**src/rtl/bssd_pkg.sv**
```systemverilog
// ----------------------------------------------------------------------------
// bssd_pkg
// Shared types, constants and the crc-6 column table for the position frame
// decoder.
// ----------------------------------------------------------------------------
package bssd_pkg;

  localparam int unsigned WordW   = 32;
  localparam int unsigned AngleW  = 26;
  localparam int unsigned CountW  = 16;
  localparam int unsigned CrcW    = 6;
  localparam int unsigned ResW    = 3;
  localparam int unsigned PosMaxW = 21;
  localparam int unsigned ProdW   = PosMaxW + AngleW;
  localparam int unsigned CfgIdxW = 2;
  localparam int unsigned CfgDatW = 16;

  localparam logic [CrcW-1:0]    CrcPolyLow     = 6'h03;
  localparam logic [AngleW-1:0]  AngleFullScale = 26'd36000000;
  localparam logic [CountW-1:0]  CountMax       = 16'hFFFF;

  localparam logic               ModeBiss = 1'b0;
  localparam logic               ModeSsi  = 1'b1;

  localparam logic [ResW-1:0]    Res17 = 3'd0;
  localparam logic [ResW-1:0]    Res18 = 3'd1;
  localparam logic [ResW-1:0]    Res19 = 3'd2;
  localparam logic [ResW-1:0]    Res20 = 3'd3;
  localparam logic [ResW-1:0]    Res21 = 3'd4;

  localparam logic [CountW-1:0]  CrcFailLimitRst = 16'd2;
  localparam logic [CountW-1:0]  StuckLimitRst   = 16'd1000;

  typedef enum logic [CfgIdxW-1:0] {
    CFG_PROTOCOL_MODE   = 2'd0,
    CFG_RESOLUTION_CODE = 2'd1,
    CFG_CRC_FAIL_LIMIT  = 2'd2,
    CFG_STUCK_LIMIT     = 2'd3
  } cfg_idx_t;

  typedef struct packed {
    logic crc_ok;
    logic warn;
    logic err;
    logic all_ones;
  } calc_flags_t;

  // column i holds x^(i+6) mod p: the crc contribution of data bit i
  function automatic logic [WordW-1:0][CrcW-1:0] crc6_cols();
    logic [WordW-1:0][CrcW-1:0] cols;
    logic [CrcW-1:0]            r;
    logic                       msb;
    r = 6'h01;
    for (int k = 0; k < CrcW; k++) begin
      msb = r[CrcW-1];
      r   = {r[CrcW-2:0], 1'b0} ^ (msb ? CrcPolyLow : '0);
    end
    for (int i = 0; i < WordW; i++) begin
      cols[i] = r;
      msb     = r[CrcW-1];
      r       = {r[CrcW-2:0], 1'b0} ^ (msb ? CrcPolyLow : '0);
    end
    return cols;
  endfunction

  localparam logic [WordW-1:0][CrcW-1:0] CrcCols = crc6_cols();

endpackage

```
**src/rtl/biss_ssi_position_frame_decoder.sv**
```systemverilog
// ----------------------------------------------------------------------------
// biss_ssi_position_frame_decoder
// BiSS crc-6 frame check and SSI position scaling with error supervision.
// an input beat passes the input reg, then the result reg, to become a result beat
// throughput: one beat per cycle while the output is not stalled, set by the single-pass crc and multiply stage
// a result waiting at the output still lets one more input beat in
// reset: synchronous active-low rst_n clears valids, counters, flag and
// restores the register defaults
// ----------------------------------------------------------------------------
module biss_ssi_position_frame_decoder (
  input  logic                         clk,
  input  logic                         rst_n,
  input  logic                         in_valid,
  output logic                         in_ready,
  input  logic [bssd_pkg::WordW-1:0]   in_frame_word,
  output logic                         out_valid,
  input  logic                         out_ready,
  output logic [bssd_pkg::AngleW-1:0]  out_angle_scaled,
  output logic                         out_crc_ok,
  output logic                         out_warn_bit,
  output logic                         out_error_bit,
  output logic                         out_link_fault,
  input  logic                         cfg_valid,
  output logic                         cfg_ready,
  input  logic [bssd_pkg::CfgIdxW-1:0] cfg_index,
  input  logic [bssd_pkg::CfgDatW-1:0] cfg_data
);
  import bssd_pkg::*;

  logic               protocol_mode_r;
  logic [ResW-1:0]    resolution_code_r;
  logic [CountW-1:0]  crc_fail_limit_r;
  logic [CountW-1:0]  stuck_limit_r;

  logic               s1_valid_r;
  logic [WordW-1:0]   s1_word_r;
  logic               s1_adv;

  logic [CountW-1:0]  crc_fail_count_r, crc_fail_count_nxt;
  logic [CountW-1:0]  stuck_count_r, stuck_count_nxt;
  logic               link_fault_r, link_fault_nxt;

  logic [AngleW-1:0]  angle;
  calc_flags_t        flags;

  logic               out_valid_r;
  logic [AngleW-1:0]  angle_r;
  calc_flags_t        flags_r;

  assign cfg_ready = 1'b1;

  always_ff @(posedge clk) begin
    if (!rst_n) begin
      protocol_mode_r   <= ModeBiss;
      resolution_code_r <= Res17;
      crc_fail_limit_r  <= CrcFailLimitRst;
      stuck_limit_r     <= StuckLimitRst;
    end else if (cfg_valid) begin
      unique case (cfg_idx_t'(cfg_index))
        CFG_PROTOCOL_MODE:   protocol_mode_r   <= cfg_data[0];
        CFG_RESOLUTION_CODE: resolution_code_r <= cfg_data[ResW-1:0];
        CFG_CRC_FAIL_LIMIT:  crc_fail_limit_r  <= cfg_data;
        CFG_STUCK_LIMIT:     stuck_limit_r     <= cfg_data;
        default: ;
      endcase
    end
  end

  assign s1_adv   = !out_valid_r || out_ready;
  assign in_ready = !s1_valid_r || s1_adv;

  always_ff @(posedge clk) begin
    if (!rst_n) begin
      s1_valid_r <= 1'b0;
    end else if (in_ready) begin
      s1_valid_r <= in_valid;
    end
  end

  always_ff @(posedge clk) begin
    if (in_valid && in_ready) begin
      s1_word_r <= in_frame_word;
    end
  end

  bssd_calc u_calc (
    .frame_word      (s1_word_r),
    .protocol_mode   (protocol_mode_r),
    .resolution_code (resolution_code_r),
    .angle           (angle),
    .flags           (flags)
  );

  always_comb begin
    crc_fail_count_nxt = crc_fail_count_r;
    stuck_count_nxt    = stuck_count_r;
    link_fault_nxt     = link_fault_r;
    if (protocol_mode_r == ModeBiss) begin
      if (!flags.crc_ok) begin
        if (crc_fail_count_r != CountMax) begin
          crc_fail_count_nxt = crc_fail_count_r + CountW'(1);
        end
        link_fault_nxt = (crc_fail_count_nxt > crc_fail_limit_r);
      end
    end else if (flags.all_ones) begin
      if (stuck_count_r != CountMax) begin
        stuck_count_nxt = stuck_count_r + CountW'(1);
      end
      if (stuck_count_nxt > stuck_limit_r) begin
        link_fault_nxt = 1'b1;
      end
    end else begin
      stuck_count_nxt = '0;
    end
  end

  always_ff @(posedge clk) begin
    if (!rst_n) begin
      crc_fail_count_r <= '0;
      stuck_count_r    <= '0;
      link_fault_r     <= 1'b0;
      out_valid_r      <= 1'b0;
    end else begin
      if (s1_valid_r && s1_adv) begin
        crc_fail_count_r <= crc_fail_count_nxt;
        stuck_count_r    <= stuck_count_nxt;
        link_fault_r     <= link_fault_nxt;
      end
      if (s1_adv) begin
        out_valid_r <= s1_valid_r;
      end
    end
  end

  always_ff @(posedge clk) begin
    if (s1_valid_r && s1_adv) begin
      angle_r <= angle;
      flags_r <= flags;
    end
  end

  assign out_valid        = out_valid_r;
  assign out_angle_scaled = angle_r;
  assign out_crc_ok       = flags_r.crc_ok;
  assign out_warn_bit     = flags_r.warn;
  assign out_error_bit    = flags_r.err;
  assign out_link_fault   = link_fault_r;

endmodule

```
**src/rtl/bssd_calc.sv**
```systemverilog
// ----------------------------------------------------------------------------
// bssd_calc
// Frame split, crc-6 check and angle scaling for one registered frame word.
// ----------------------------------------------------------------------------
module bssd_calc (
  input  logic [bssd_pkg::WordW-1:0]  frame_word,
  input  logic                        protocol_mode,
  input  logic [bssd_pkg::ResW-1:0]   resolution_code,
  output logic [bssd_pkg::AngleW-1:0] angle,
  output bssd_pkg::calc_flags_t       flags
);
  import bssd_pkg::*;

  logic [ResW-1:0]    code;
  logic [PosMaxW-1:0] mask;
  logic [PosMaxW-1:0] pos;
  logic [WordW-1:0]   crc_data;
  logic [CrcW-1:0]    crc_calc;
  logic [ProdW-1:0]   prod;
  logic               crc_match;

  always_comb begin
    code = (resolution_code > Res21) ? Res21 : resolution_code;
    if (protocol_mode == ModeBiss && code == Res21) begin
      code = Res20;
    end
  end

  always_comb begin
    case (code)
      Res17:   mask = 21'h01FFFF;
      Res18:   mask = 21'h03FFFF;
      Res19:   mask = 21'h07FFFF;
      Res20:   mask = 21'h0FFFFF;
      default: mask = 21'h1FFFFF;
    endcase
  end

  assign pos = (protocol_mode == ModeBiss) ? (frame_word[PosMaxW+7:8] & mask)
                                           : (frame_word[PosMaxW-1:0] & mask);

  assign crc_data = {9'd0, pos, frame_word[7], frame_word[6]};

  always_comb begin
    crc_calc = '0;
    for (int i = 0; i < WordW; i++) begin
      crc_calc = crc_calc ^ (crc_data[i] ? CrcCols[i] : '0);
    end
  end

  assign crc_match = (frame_word[CrcW-1:0] == ~crc_calc);

  assign prod = ProdW'(pos) * ProdW'(AngleFullScale);

  always_comb begin
    case (code)
      Res17:   angle = prod[42:17];
      Res18:   angle = prod[43:18];
      Res19:   angle = prod[44:19];
      Res20:   angle = prod[45:20];
      default: angle = prod[46:21];
    endcase
    if (protocol_mode == ModeBiss && !crc_match) begin
      angle = '0;
    end
  end

  always_comb begin
    flags.crc_ok   = (protocol_mode == ModeSsi) || crc_match;
    flags.warn     = (protocol_mode == ModeBiss) && frame_word[6];
    flags.err      = (protocol_mode == ModeBiss) && frame_word[7];
    flags.all_ones = (protocol_mode == ModeSsi) && (pos == mask);
  end

endmodule

```
**config.mk**
```make
export PLATFORM = sky130hd
export DESIGN_NAME = biss_ssi_position_frame_decoder
export DESIGN_NICKNAME = d
export VERILOG_FILES = /design/src/rtl/bssd_pkg.sv /design/src/rtl/biss_ssi_position_frame_decoder.sv /design/src/rtl/bssd_calc.sv
export SDC_FILE = /design/constraint.sdc
export NUM_CORES = 1
export LEC_CHECK = 0
export BUFFER_PORTS_ARGS = -buffer_cell sky130_fd_sc_hd__buf_2
export CAP_MARGIN = 20
export CORE_ASPECT_RATIO = 0.9
export CORE_MARGIN = 5
export CORE_UTILIZATION = 55
export CTS_BUF_LIST = sky130_fd_sc_hd__clkbuf_2 sky130_fd_sc_hd__clkbuf_4 sky130_fd_sc_hd__clkbuf_8
export DETAILED_ROUTE_END_ITERATION = 6
export GPL_TIMING_DRIVEN = 0
export PLACE_DENSITY = 0.78
export SLEW_MARGIN = 20
export SYNTH_ARGS = -nofsm -noshare
export SYNTH_HDL_FRONTEND = slang
export SYNTH_SLANG_ARGS = --single-unit
export TNS_END_PERCENT = 100
```
**constraint.sdc**
```tcl
create_clock -name clk -period 12.68 [get_ports clk]
set_input_delay 1.902 -clock clk [delete_from_list [all_inputs] [get_ports clk]]
set_output_delay 1.902 -clock clk [all_outputs]
set_load 0.03 [all_outputs]
```
======== Word level (Yosys, flattened, before mapping) ========
Cells that the tools add are included.
storage, ports and cells
  bits in registers ....................... 129
  input port bits ......................... 55
  logic and storage cells ................. 122
cells by class
  add/sub/neg operators ................... 2
  multiply operators ...................... 1
  $lt $le $gt $ge ......................... 3
  eq/ne operators ......................... 14
  muxes and demuxes ....................... 39
  bitwise logic cells ..................... 27
  reductions and logical operators ........ 22
operators with widths
  cell                                                  count
  XOR 6 bit                                             22
  2-to-1 mux 16 bit                                     7
  one-hot mux 26 bit (4 select lines)                   1
  one-hot mux 21 bit (4 select lines)                   1
  2-to-1 mux 6 bit                                      9
  AND 21 bit                                            2
  multiplier 21 x 18 -> 39 bit (second input constant)  1
  adder 16 x 1 -> 16 bit (second input constant)        2
  > comparator 16 bit                                   2
  != test 16 bit (second input constant)                2
  2-to-1 mux 5 bit                                      6
  equality test 21 bit                                  1
  2-to-1 mux 21 bit                                     1
  2-to-1 mux 4 bit                                      4
  2-to-1 mux 3 bit                                      5
  AND reduction 2 bit                                   5
  logical AND 1 bit                                     7
  equality test 3 x 2 -> 1 bit (second input constant)  2
  equality test 6 bit                                   1
  inverter 6 bit                                        1
  equality test 2 bit (second input constant)           2
  2-to-1 mux 1 bit                                      4
  != test 2 x 1 -> 1 bit (second input constant)        2
  AND reduction 4 bit                                   1
  12 further kinds                                      17

======== Longest topological paths before layout ========
Gate-level depths: netlist (run 1).
  depth after elaboration ................. 39
  gate-level depth with buffers ........... 28
  gate-level depth less buffers ........... 24

======== Hierarchy ========
Synthesis (run 1) repeated with hierarchy kept, for this count alone.
unflattened totals
  cell total of the unflattened synthesis .. 1498
  area, all modules ....................... 13510.5 µm²
modules (own cells, without submodules)
  module                           instances  cells an instance  area an instance (µm²)
  bssd_calc                        1          882                7360.8
  biss_ssi_position_frame_decoder  1          616                6149.6

======== Worst setup path after synthesis (run 1) ========
Ideal clock, no wire load.
  path type ............................... reg-to-reg
  start ................................... register protocol_mode_r
  end ..................................... register angle_r[23], in the netlist out_angle_scaled[23], data pin
  library setup time ...................... 0.274 ns
  arrival time ............................ 6.418 ns
  setup slack ............................. 5.987 ns
  cell stages (with the launch flop) ...... 24
  buffers on the path ..................... 3
  cells stage by stage .................... dfxtp_1 buf_4 buf_8 buf_4 mux2i_1 inv_1 ha_1 inv_1 fa_1 inv_1 ha_1 fa_1 fa_1 fa_1 ha_1 a21oi_1 a21oi_1 o21ai_0 a41oi_1 a41oi_1 xor2_1 nor2_1 nor4_1 a211oi_1
on the way
  longest elaborated chain between the ends .. 27
ends and longest elaborated chain
  what                      line                                    source
  start: declaration        biss_ssi_position_frame_decoder.sv:30   logic protocol_mode_r;
  start signal: assignment  biss_ssi_position_frame_decoder.sv:54   protocol_mode_r <= ModeBiss;
  start signal: assignment  biss_ssi_position_frame_decoder.sv:60   CFG_PROTOCOL_MODE: protocol_mode_r <= cfg_data[0];
  2-to-1 mux 21 bit         bssd_calc.sv:39                         assign pos = (protocol_mode == ModeBiss) ? (frame_word[PosMaxW+7:8] & mask)
  2-to-1 mux 4 bit          bssd_calc.sv:47                         crc_calc = crc_calc ^ (crc_data[i] ? CrcCols[i] : '0);
  XOR 6 bit (21 in a row)   bssd_calc.sv:47
  inverter 6 bit            bssd_calc.sv:51                         assign crc_match = (frame_word[CrcW-1:0] == ~crc_calc);
  equality test 6 bit       bssd_calc.sv:51
  logical NOT 1 bit         bssd_calc.sv:63                         if (protocol_mode == ModeBiss && !crc_match) begin
  logical AND 1 bit         bssd_calc.sv:63
  end signal: assignment    biss_ssi_position_frame_decoder.sv:137  angle_r <= angle;
  end: declaration          biss_ssi_position_frame_decoder.sv:47   logic [AngleW-1:0] angle_r;
Several ways; a longest one is shown, not always the timed one.
A chain may end at the register's enable or synchronous reset.

======== Final worst setup path (run 1) ========
  start ................................... register protocol_mode_r
  end ..................................... register angle_r[21], in the netlist out_angle_scaled[21], data pin
Same word-level chain as after synthesis.

==> impl_metrics.json, run 1 <==
{
  "worst_skew_pair.late_latency_ps": 460,
  "timing.hold.worst.class": "register to register",
  "outcome": "finished clean",
  "rrSetupSlack_ps": 4750,
  "endpoint_kind": "register",
  "drcViolationCount": 0,
  "cts_tree": "yes",
  "clkSlewWorstSetupHoldPaths_ps": 80,
  "synth_edf_count": 57,
  "synth_area_mm2": 0.0130,
  "yosys_warnings": 0,
  "synth_async_sr_flop_share_pct": 0,
  "via_per_inst": 5.63,
  "timing.fmax_mhz": 126,
  "placementRows": 53,
  "grt_start_max_net_pins": 30,
  "cap_violations": 0,
  "critical_path.most_common_cell": "sky130_fd_sc_hd__inv_1",
  "total_area_of_multi_input_combinational_cells_mm2": 0.00878,
  "worst_r2r_dst": "out_angle_scaled[21]$_SDFFCE_PP0P_",
  "cp_max_fo": 10,
  "layout.cells.most_common": "sky130_fd_sc_hd__inv_1",
  "nets_in_the_synthesized_netlist": 1780,
  "power_switching_share_pct": 50.8,
  "areaGrowthSynthToFinish_pct": 9.69,
  "cts_htree_levels": 4,
  "crit_type": "register to register",
  "rsz0062_at_grt": "no",
  "routed_wirelength_normalized_by_instance_count_um": 16.5,
  "slowest_stage": "sky130_fd_sc_hd__mux2i_1",
  "initial_core_util_pct": 55.8,
  "post_cts_hold_buffer_count": 0,
  "final_layout_size_suffix_gt1_share_pct": 9.94,
  "power.clock.fraction_pct": 12.9,
  "final_min_period_over_clock_period_pct": 62.6,
  "worst_r2r_path_depth": 24,
  "internal_power_mw": 1.53,
  "timing_hold_violations_final": 0,
  "dpl.cell_count": 1840,
  "layout_min_cycle_time_ps": 7930,
  "gp_routability_congestion": 0.946,
  "layout.cell_area.non_filler_mm2": 0.0143,
  "fin_nets": 1882,
  "die_ht_um": 156,
  "synth.ff_latch_count": 128,
  "max_clock_buf_depth": 2,
  "mostFrequentLayoutCells": "232 x sky130_fd_sc_hd__inv_1, 194 x sky130_fd_sc_hd__ha_1, 128 x sky130_fd_sc_hd__nand2_1, 99 x sky130_fd_sc_hd__a21oi_1, 89 x sky130_fd_sc_hd__nor2_1",
  "final-seq-area_mm2": 0.00313,
  "combinational_power_share_pct": 72.1,
  "worst_clock_skew_ps": 13.4,
  "grt_util_all_layers_pct": 23.5,
  "root_buffer": "sky130_fd_sc_hd__clkbuf_8",
  "power.net_switching_mw": 1.58,
  "detail_route.iter0.violations": 973,
  "worst_hold_startpoint": "crc_fail_limit_r[13]$_SDFFE_PN0P_",
  "syn_inst": 1455,
  "finalMaxSlewViolations": 0,
  "worst_hold_path.endpoint": "crc_fail_limit_r[13]$_SDFFE_PN0P_",
  "number_of_endpoints_failing_setup_at_the_final_stage": 0,
  "timing.critical_path.arrival_ps": 8180,
  "cts_setup_buffers": 0,
  "port-buffer-count": 82,
  "power.total_mw": 3.11,
  "post_cts_resized": 0,
  "final_cells": 1872,
  "critPathTopFamily": "adder cells",
  "ys.flop_type": "sky130_fd_sc_hd__dfxtp_1",
  "grt_antenna_before_repair": 0,
  "die-width_um": 172,
  "globalRoute.totalOverflow": 0,
  "post_synth_num_cell_types": 72,
  "dp.final_hpwl_um": 24700,
  "worst_path_largest_cell_delay_ps": 840,
  "number_of_nets_with_antenna_violations_after_routing": 0,
  "clock_sinks": 128,
  "setup.worst_path.start_class": "register",
  "route.vias.total": 10500,
  "fp.coreArea_mm2": 0.0233,
  "seq_area_frac_synth_pct": 24.1,
  "fin_tns_setup_ps": 0,
  "tritoncts.num_buffers": 17,
  "drtPass1Iterations": 5,
  "ir_worst_vdd_mv": 0.242,
  "regToRegStartpoint": "protocol_mode_r$_SDFFE_PN0P_",
  "path_buf_inv": 8,
  "worst_slew_pin_slew_ps": 1090,
  "first_global_vias": 10500,
  "num_ports": 88,
  "max-slew-margin-rel_pct": 26.9,
  "num_antenna_cells": 0,
  "final.fill_count": 1950,
  "worst_ep_required_time_ps": 12920,
  "dpl-instance-area_mm2": 0.0138,
  "pwr_density_cell_mw_per_mm2": 218,
  "critical_path.cell_chain": "buf_4 -> buf_8 -> buf_4 -> mux2i_1 -> inv_1 -> ha_1 -> inv_1 -> fa_1 -> inv_1 -> ha_1 -> inv_1 -> fa_1 -> fa_1 -> inv_1 -> fa_1 -> ha_1 -> nand4_1 -> a211oi_1 -> o211ai_1 -> a41oi_1 -> a21oi_1 -> xnor2_1 -> a221oi_1 -> a221oi_1",
  "global_route_wire_length_before_repair_um": 51400,
  "drt-total-wl_um": 31000,
  "leakage_nw": 6.68,
  "pwr-share-seq_pct": 15.0,
  "postSynthAreaPerCell_um2": 8.95,
  "die-area_mm2": 0.0268,
  "hold_path_depth": 2
}
tightest hold or removal path, stage by stage, from the launching register on:
cell and delay [ps]:
sky130_fd_sc_hd__dfxtp_1 320, sky130_fd_sc_hd__nand2_1 50, sky130_fd_sc_hd__a21oi_1 50
stage by stage:
step	hold WS, ps	worst slack (ps)	util, %
after global placement	443	4840	59.1
after detailed placement	448	4810	59.3
after CTS	459	4780	61.2
after global routing	475	4230	61.2
after floorplan	436	5990	-
final	458	4750	61.2
layer usage:
metal,GRT usage [%],vias to the layer above,share of wire (%)
met3,4.38,72,7.2
met2,36.3,407,43
met1,34.0,4872,47
met4,6.59,0,2.1
met5,0,-,0
li1,-,5188,-
cell usage after synthesis (all sizes together) (3+ instances only):
cell     count  area share [%]
a2111oi      3            0.35
a211o        4            0.27
a211oi      14            0.81
a21o        18             1.0
a21oi      100             3.9
a221o        5            0.38
a221oi      18             1.2
a22oi       11            0.63
a31oi       13            0.62
a41oi        6            0.40
and2        10            0.48
and3         5            0.24
buf         12            0.62
clkbuf      44             1.3
dfxtp       71              11
edfxtp      57              13
fa          76              12
ha         194              19
inv        232             6.7
mux2        11            0.95
mux2i       26             2.2
nand2      129             3.7
nand2b       8            0.38
nand3       27             1.0
nand3b       5            0.29
nand4       25             1.2
nand4b       3            0.20
nor2        91             2.7
nor2b       14            0.67
nor3        15            0.58
nor4         8            0.38
o211ai      11            0.63
o21a        10            0.58
o21ai       50             1.9
o21bai       4            0.23
o221ai       3            0.20
o31ai        4            0.27
or2          3            0.14
or3          9            0.47
xnor2       58             4.0
xnor3        6             1.0
xor2        22             1.5
power groups by stage:
| stage | clock network (mW) | registers [mW] | logic [mW] |
|---|---|---|---|
| 2_1_floorplan | 0 | 0.494 | 1.70 |
| 3_3_place_gp | 0 | 0.475 | 2.13 |
| 3_5_place_dp | 0 | 0.475 | 2.17 |
| 4_1_cts | 0.403 | 0.466 | 2.19 |
| 5_1_grt | 0.420 | 0.468 | 2.52 |
| 6_report | 0.401 | 0.466 | 2.24 |
state kept, by name, indices dropped and copies added (netlist names), 3 cells and up:
name               count
out_angle_scaled      26
stuck_count_r         16
crc_fail_limit_r      16
resolution_code_r      3
s1_word_r             28
crc_fail_count_r      16
stuck_limit_r         16
layout make-up:
class / instances / share of cell area [%]
Clock inverter: 15 / 1.44
Buffer: 56 / 1.73
Timing Repair Buffer: 83 / 3.01
Multi-Input combinational cell: 1039 / 61.5
Tap cell: 302 / 2.65
Clock buffer: 17 / 1.64
Sequential cell: 128 / 21.9
Inverter: 232 / 6.10
worst max-delay path by stage:
stage	slack [ps]	from	cells past startpoint	end
after detailed placement	4810	protocol_mode_r$_SDFFE_PN0P_	25	out_angle_scaled[21]$_SDFFCE_PP0P_
after CTS	4780	protocol_mode_r$_SDFFE_PN0P_	26	out_angle_scaled[21]$_SDFFCE_PP0P_
final	4750	protocol_mode_r$_SDFFE_PN0P_	24	out_angle_scaled[21]$_SDFFCE_PP0P_
after floorplan	5990	protocol_mode_r$_SDFFE_PN0P_	23	out_angle_scaled[23]$_SDFFCE_PP0P_
after global placement	4840	protocol_mode_r$_SDFFE_PN0P_	23	out_angle_scaled[23]$_SDFFCE_PP0P_
after global routing	4230	protocol_mode_r$_SDFFE_PN0P_	27	out_angle_scaled[21]$_SDFFCE_PP0P_
cells by family (layout without fill, tap and decap cells):
logic type                 after synthesis  count (layout)  share of synthesized area (%)
muxes                                   37              37                           3.19
other                                    1               1                         0.0288
adders and majority gates              270             270                           30.3
AOI/OAI and AO/OA                      286             286                           14.3
buffers and inverters                  288             403                           8.58
DFF                                    128             128                           24.1
xor gates and xnor gates                87              87                           6.66
and+or+nand+nor                        358             358                           12.9
No activity file was read; power rests on OpenSTA's default activity.
==> inputs of run 2 (changes only) <==
Settings changed: ABC_AREA set to 1, PLACE_DENSITY 0.78 to 0.8.
Clock period 12.68 ns to 6.42 ns, I/O delays scaled along.
==> run 2 against run 1 <==
Critical path depth rose by 1. Non-clock buffer count is 11 lower. Power rose by 150%. Final area up 8.2%. Sequential power increased by 100%. Flip-flop and latch count unchanged. Core utilization rose by 0.36 points. Combinational power increased to 2.7 times the previous value. Critical endpoint is now out_angle_scaled[13]$_SDFFCE_PP0P_. Largest power group unchanged. Highest routed layer unchanged.
==> impl_metrics.json, run 2 <==
{
  "outcome": "finished clean",
  "worst_hold_startpoint": "crc_fail_limit_r[5]$_SDFFE_PN0P_",
  "leakage_nw": 8.17,
  "pwr_density_cell_mw_per_mm2": 502,
  "synth_edf_count": 57,
  "worst_hold_path.endpoint": "crc_fail_limit_r[5]$_SDFFE_PN0P_",
  "mostFrequentLayoutCells": "480 x sky130_fd_sc_hd__nand2_1, 357 x sky130_fd_sc_hd__inv_1, 194 x sky130_fd_sc_hd__ha_1, 155 x sky130_fd_sc_hd__nor2_1, 119 x sky130_fd_sc_hd__a21oi_1",
  "drtPass1Iterations": 6,
  "die_ht_um": 162,
  "tritoncts.num_buffers": 17,
  "synth.top_cells.by_count": "489 x sky130_fd_sc_hd__nand2_1, 359 x sky130_fd_sc_hd__inv_1, 194 x sky130_fd_sc_hd__ha_1",
  "placementRows": 55,
  "worst_skew_pair.late_latency_ps": 460,
  "synth_area_mm2": 0.0140,
  "cts_htree_levels": 4,
  "worst_ep_required_time_ps": 6640,
  "routed_wirelength_normalized_by_instance_count_um": 15.6,
  "postSynthAreaPerCell_um2": 7.21,
  "worst_slew_pin_slew_ps": 947,
  "worst_r2r_path_depth": 25,
  "initial_core_util_pct": 55.9,
  "syn_inst": 1948,
  "cap_violations": 0,
  "num_ports": 88,
  "clkSlewWorstSetupHoldPaths_ps": 90,
  "timing_hold_violations_final": 0,
  "internal_power_mw": 3.28,
  "ir_worst_vdd_mv": 0.441,
  "endpoint_kind": "register",
  "drcViolationCount": 0,
  "fin_tns_setup_ps": 0,
  "pre_cts_slack_ps": -115,
  "layout.cell_area.non_filler_mm2": 0.0155,
  "rsz0062_at_grt": "yes",
  "post-synth-top-area-fraction_pct": 17.3,
  "finalMaxSlewViolations": 0,
  "ys.flop_type": "sky130_fd_sc_hd__dfxtp_1",
  "route.vias.total": 12900,
  "synth.ff_latch_count": 128,
  "via_per_inst": 5.35,
  "timing.fmax_mhz": 163,
  "layout.core_utilization_pct": 61.5,
  "final_layout_size_suffix_gt1_share_pct": 9.91,
  "drt-total-wl_um": 37500,
  "timing.critical_path.arrival_ps": 6360,
  "worst_r2r_dst": "out_angle_scaled[13]$_SDFFCE_PP0P_",
  "die-area_mm2": 0.0288,
  "power.net_switching_mw": 4.48,
  "setup.worst_path.start_class": "register",
  "layout.cells.most_common": "sky130_fd_sc_hd__nand2_1",
  "first_global_vias": 12200,
  "fin_nets": 2381,
  "critical_path.startpoint": "protocol_mode_r$_SDFFE_PN0P_",
  "combinational_power_share_pct": 78.6,
  "hold_path_depth": 2,
  "global_route_wire_length_before_repair_um": 60300,
  "areaGrowthSynthToFinish_pct": 10.1,
  "grt_util_all_layers_pct": 26.2,
  "largest_reg_flops": 28,
  "gp_routability_congestion": 0.964,
  "most_used_standard_cell_by_instance_count_after_synthesis": "sky130_fd_sc_hd__nand2_1",
  "num_antenna_cells": 0,
  "fp.coreArea_mm2": 0.0251,
  "cts_tree": "yes",
  "max-slew-margin-rel_pct": 36.8,
  "timing.hold.worst.class": "register to register",
  "detail_route.iter0.violations": 1269,
  "nets_in_the_synthesized_netlist": 2273,
  "layout_min_cycle_time_ps": 6140,
  "worst_clock_skew_ps": 17.1,
  "globalRoute.totalOverflow": 0,
  "max_flop_register": "s1_word_r",
  "post_cts_hold_buffer_count": 0,
  "regToRegStartpoint": "protocol_mode_r$_SDFFE_PN0P_",
  "seq_area_frac_synth_pct": 22.3,
  "grt_start_max_net_pins": 29,
  "cp_max_fo": 10,
  "max_clock_buf_depth": 2,
  "die-width_um": 178,
  "clock_sinks": 128,
  "power.clock.fraction_pct": 9.3,
  "dpl-instance-area_mm2": 0.0149,
  "yosys_warnings": 0,
  "post_synth_num_cell_types": 46,
  "crit_type": "register to register",
  "pwr-share-seq_pct": 12.2,
  "root_buffer": "sky130_fd_sc_hd__clkbuf_8",
  "setup_slack_ps": 277,
  "dp.final_hpwl_um": 31000,
  "number_of_nets_with_antenna_violations_after_routing": 0,
  "synth_area_leader_cell": "sky130_fd_sc_hd__ha_1",
  "number_of_endpoints_failing_setup_at_the_final_stage": 0,
  "rrSetupSlack_ps": 280,
  "grt_antenna_before_repair": 0,
  "synth_area_leaders": "sky130_fd_sc_hd__ha_1 17%, sky130_fd_sc_hd__nand2_1 13%, sky130_fd_sc_hd__edfxtp_1 12%",
  "synth_async_sr_flop_share_pct": 0,
  "power_switching_share_pct": 57.7,
  "final_min_period_over_clock_period_pct": 95.7,
  "port-buffer-count": 82
}
==> run 2: cell types whose count changed in the layout (fill, tap and decap cells not counted), moves of 20 or more <==
cell	delta
sky130_fd_sc_hd__a21oi_1	+20
sky130_fd_sc_hd__clkbuf_1	-20
sky130_fd_sc_hd__inv_1	+125
sky130_fd_sc_hd__mux2i_1	-20
sky130_fd_sc_hd__nand2_1	+352
sky130_fd_sc_hd__nand2_2	+21
sky130_fd_sc_hd__nand3_1	+54
sky130_fd_sc_hd__nor2_1	+66
sky130_fd_sc_hd__o21ai_0	+35
sky130_fd_sc_hd__xnor2_1	-53
==> run 2: logic make-up after synthesis <==
group / after synthesis / share of synthesized area, %
compound gates: 271 / 10.7
xor+xnor: 42 / 2.67
fa+ha+maj: 270 / 28.1
buf+inv: 406 / 11.4
flops: 128 / 22.3
mux: 1 / 0.0802
other cells: 1 / 0.0267
simple gates: 829 / 24.7
==> run 2: power by group through the flow <==
stage	clock network, mW	registers, mW	logic, mW
detailed placement	0	0.962	5.81
global route	0.768	0.949	6.84
global placement	0	0.961	5.69
finish	0.719	0.944	6.10
CTS	0.733	0.944	5.86
floorplan	0	1.00	4.35
==> run 2: layout make-up <==
| cell class | instances | area (um2) |
|---|---|---|
| Sequential cell | 128 | 3130 |
| Multi-Input combinational cell | 1414 | 9410 |
| Fill cell | 2265 | 9660 |
| Inverter | 367 | 1390 |
| Tap cell | 342 | 428 |
| Buffer | 39 | 224 |
| Clock buffer | 17 | 234 |
| Timing Repair Buffer | 89 | 470 |
| Clock inverter | 15 | 166 |
==> run 2: what timing repair did <==
action	CTS	global route
endpoints found under the setup margin	13	24
buffers inserted	0	6
pin swaps	0	1
resized for setup	3	29
==> run 2: how the worst max path moves through the flow <==
stage / end / slack, ps
2_1_floorplan: out_angle_scaled[13]$_SDFFCE_PP0P_ / 860
3_3_place_gp: out_angle_scaled[15]$_SDFFCE_PP0P_ / -140
3_5_place_dp: out_angle_scaled[15]$_SDFFCE_PP0P_ / -110
4_1_cts: out_angle_scaled[19]$_SDFFCE_PP0P_ / 20
5_1_grt: out_angle_scaled[14]$_SDFFCE_PP0P_ / -40
6_report: out_angle_scaled[13]$_SDFFCE_PP0P_ / 280
==> run 2: layer usage <==
layer	track usage [%]	part of all wire (%)	up-vias
met3	4.63	8.1	58
met1	37.2	45	5879
met4	7.12	2.2	0
met5	0	0	-
met2	41.2	45	508
li1	-	-	6462
==> run 2: critical path, stage by stage, from the launching register on <==
cell,delay [ps]
sky130_fd_sc_hd__dfxtp_2,380
sky130_fd_sc_hd__inv_2,120
sky130_fd_sc_hd__buf_2,210
sky130_fd_sc_hd__nand2_1,90
sky130_fd_sc_hd__nand2_2,210
sky130_fd_sc_hd__ha_1,370
sky130_fd_sc_hd__inv_1,50
sky130_fd_sc_hd__fa_1,490
sky130_fd_sc_hd__inv_1,40
sky130_fd_sc_hd__ha_1,280
sky130_fd_sc_hd__inv_1,70
sky130_fd_sc_hd__fa_1,430
sky130_fd_sc_hd__fa_1,540
sky130_fd_sc_hd__inv_1,50
sky130_fd_sc_hd__fa_1,470
sky130_fd_sc_hd__ha_1,390
sky130_fd_sc_hd__a21oi_1,290
sky130_fd_sc_hd__o21ai_0,170
sky130_fd_sc_hd__a21oi_1,260
sky130_fd_sc_hd__nand2_1,160
sky130_fd_sc_hd__a21oi_1,210
sky130_fd_sc_hd__nand2_1,100
sky130_fd_sc_hd__nand2_1,140
sky130_fd_sc_hd__nor2_1,60
sky130_fd_sc_hd__nor3_1,240
sky130_fd_sc_hd__a21oi_2,70
==> run 2: stage by stage <==
stage | instances | power (mW) | hold WS [ps]
2_1_floorplan | 1948 | 5.35 | 435
3_3_place_gp | 2372 | 6.65 | 450
3_5_place_dp | 2373 | 6.77 | 462
4_1_cts | 2405 | 7.54 | 473
5_1_grt | 2411 | 8.56 | 504
6_report | 2411 | 7.76 | 476
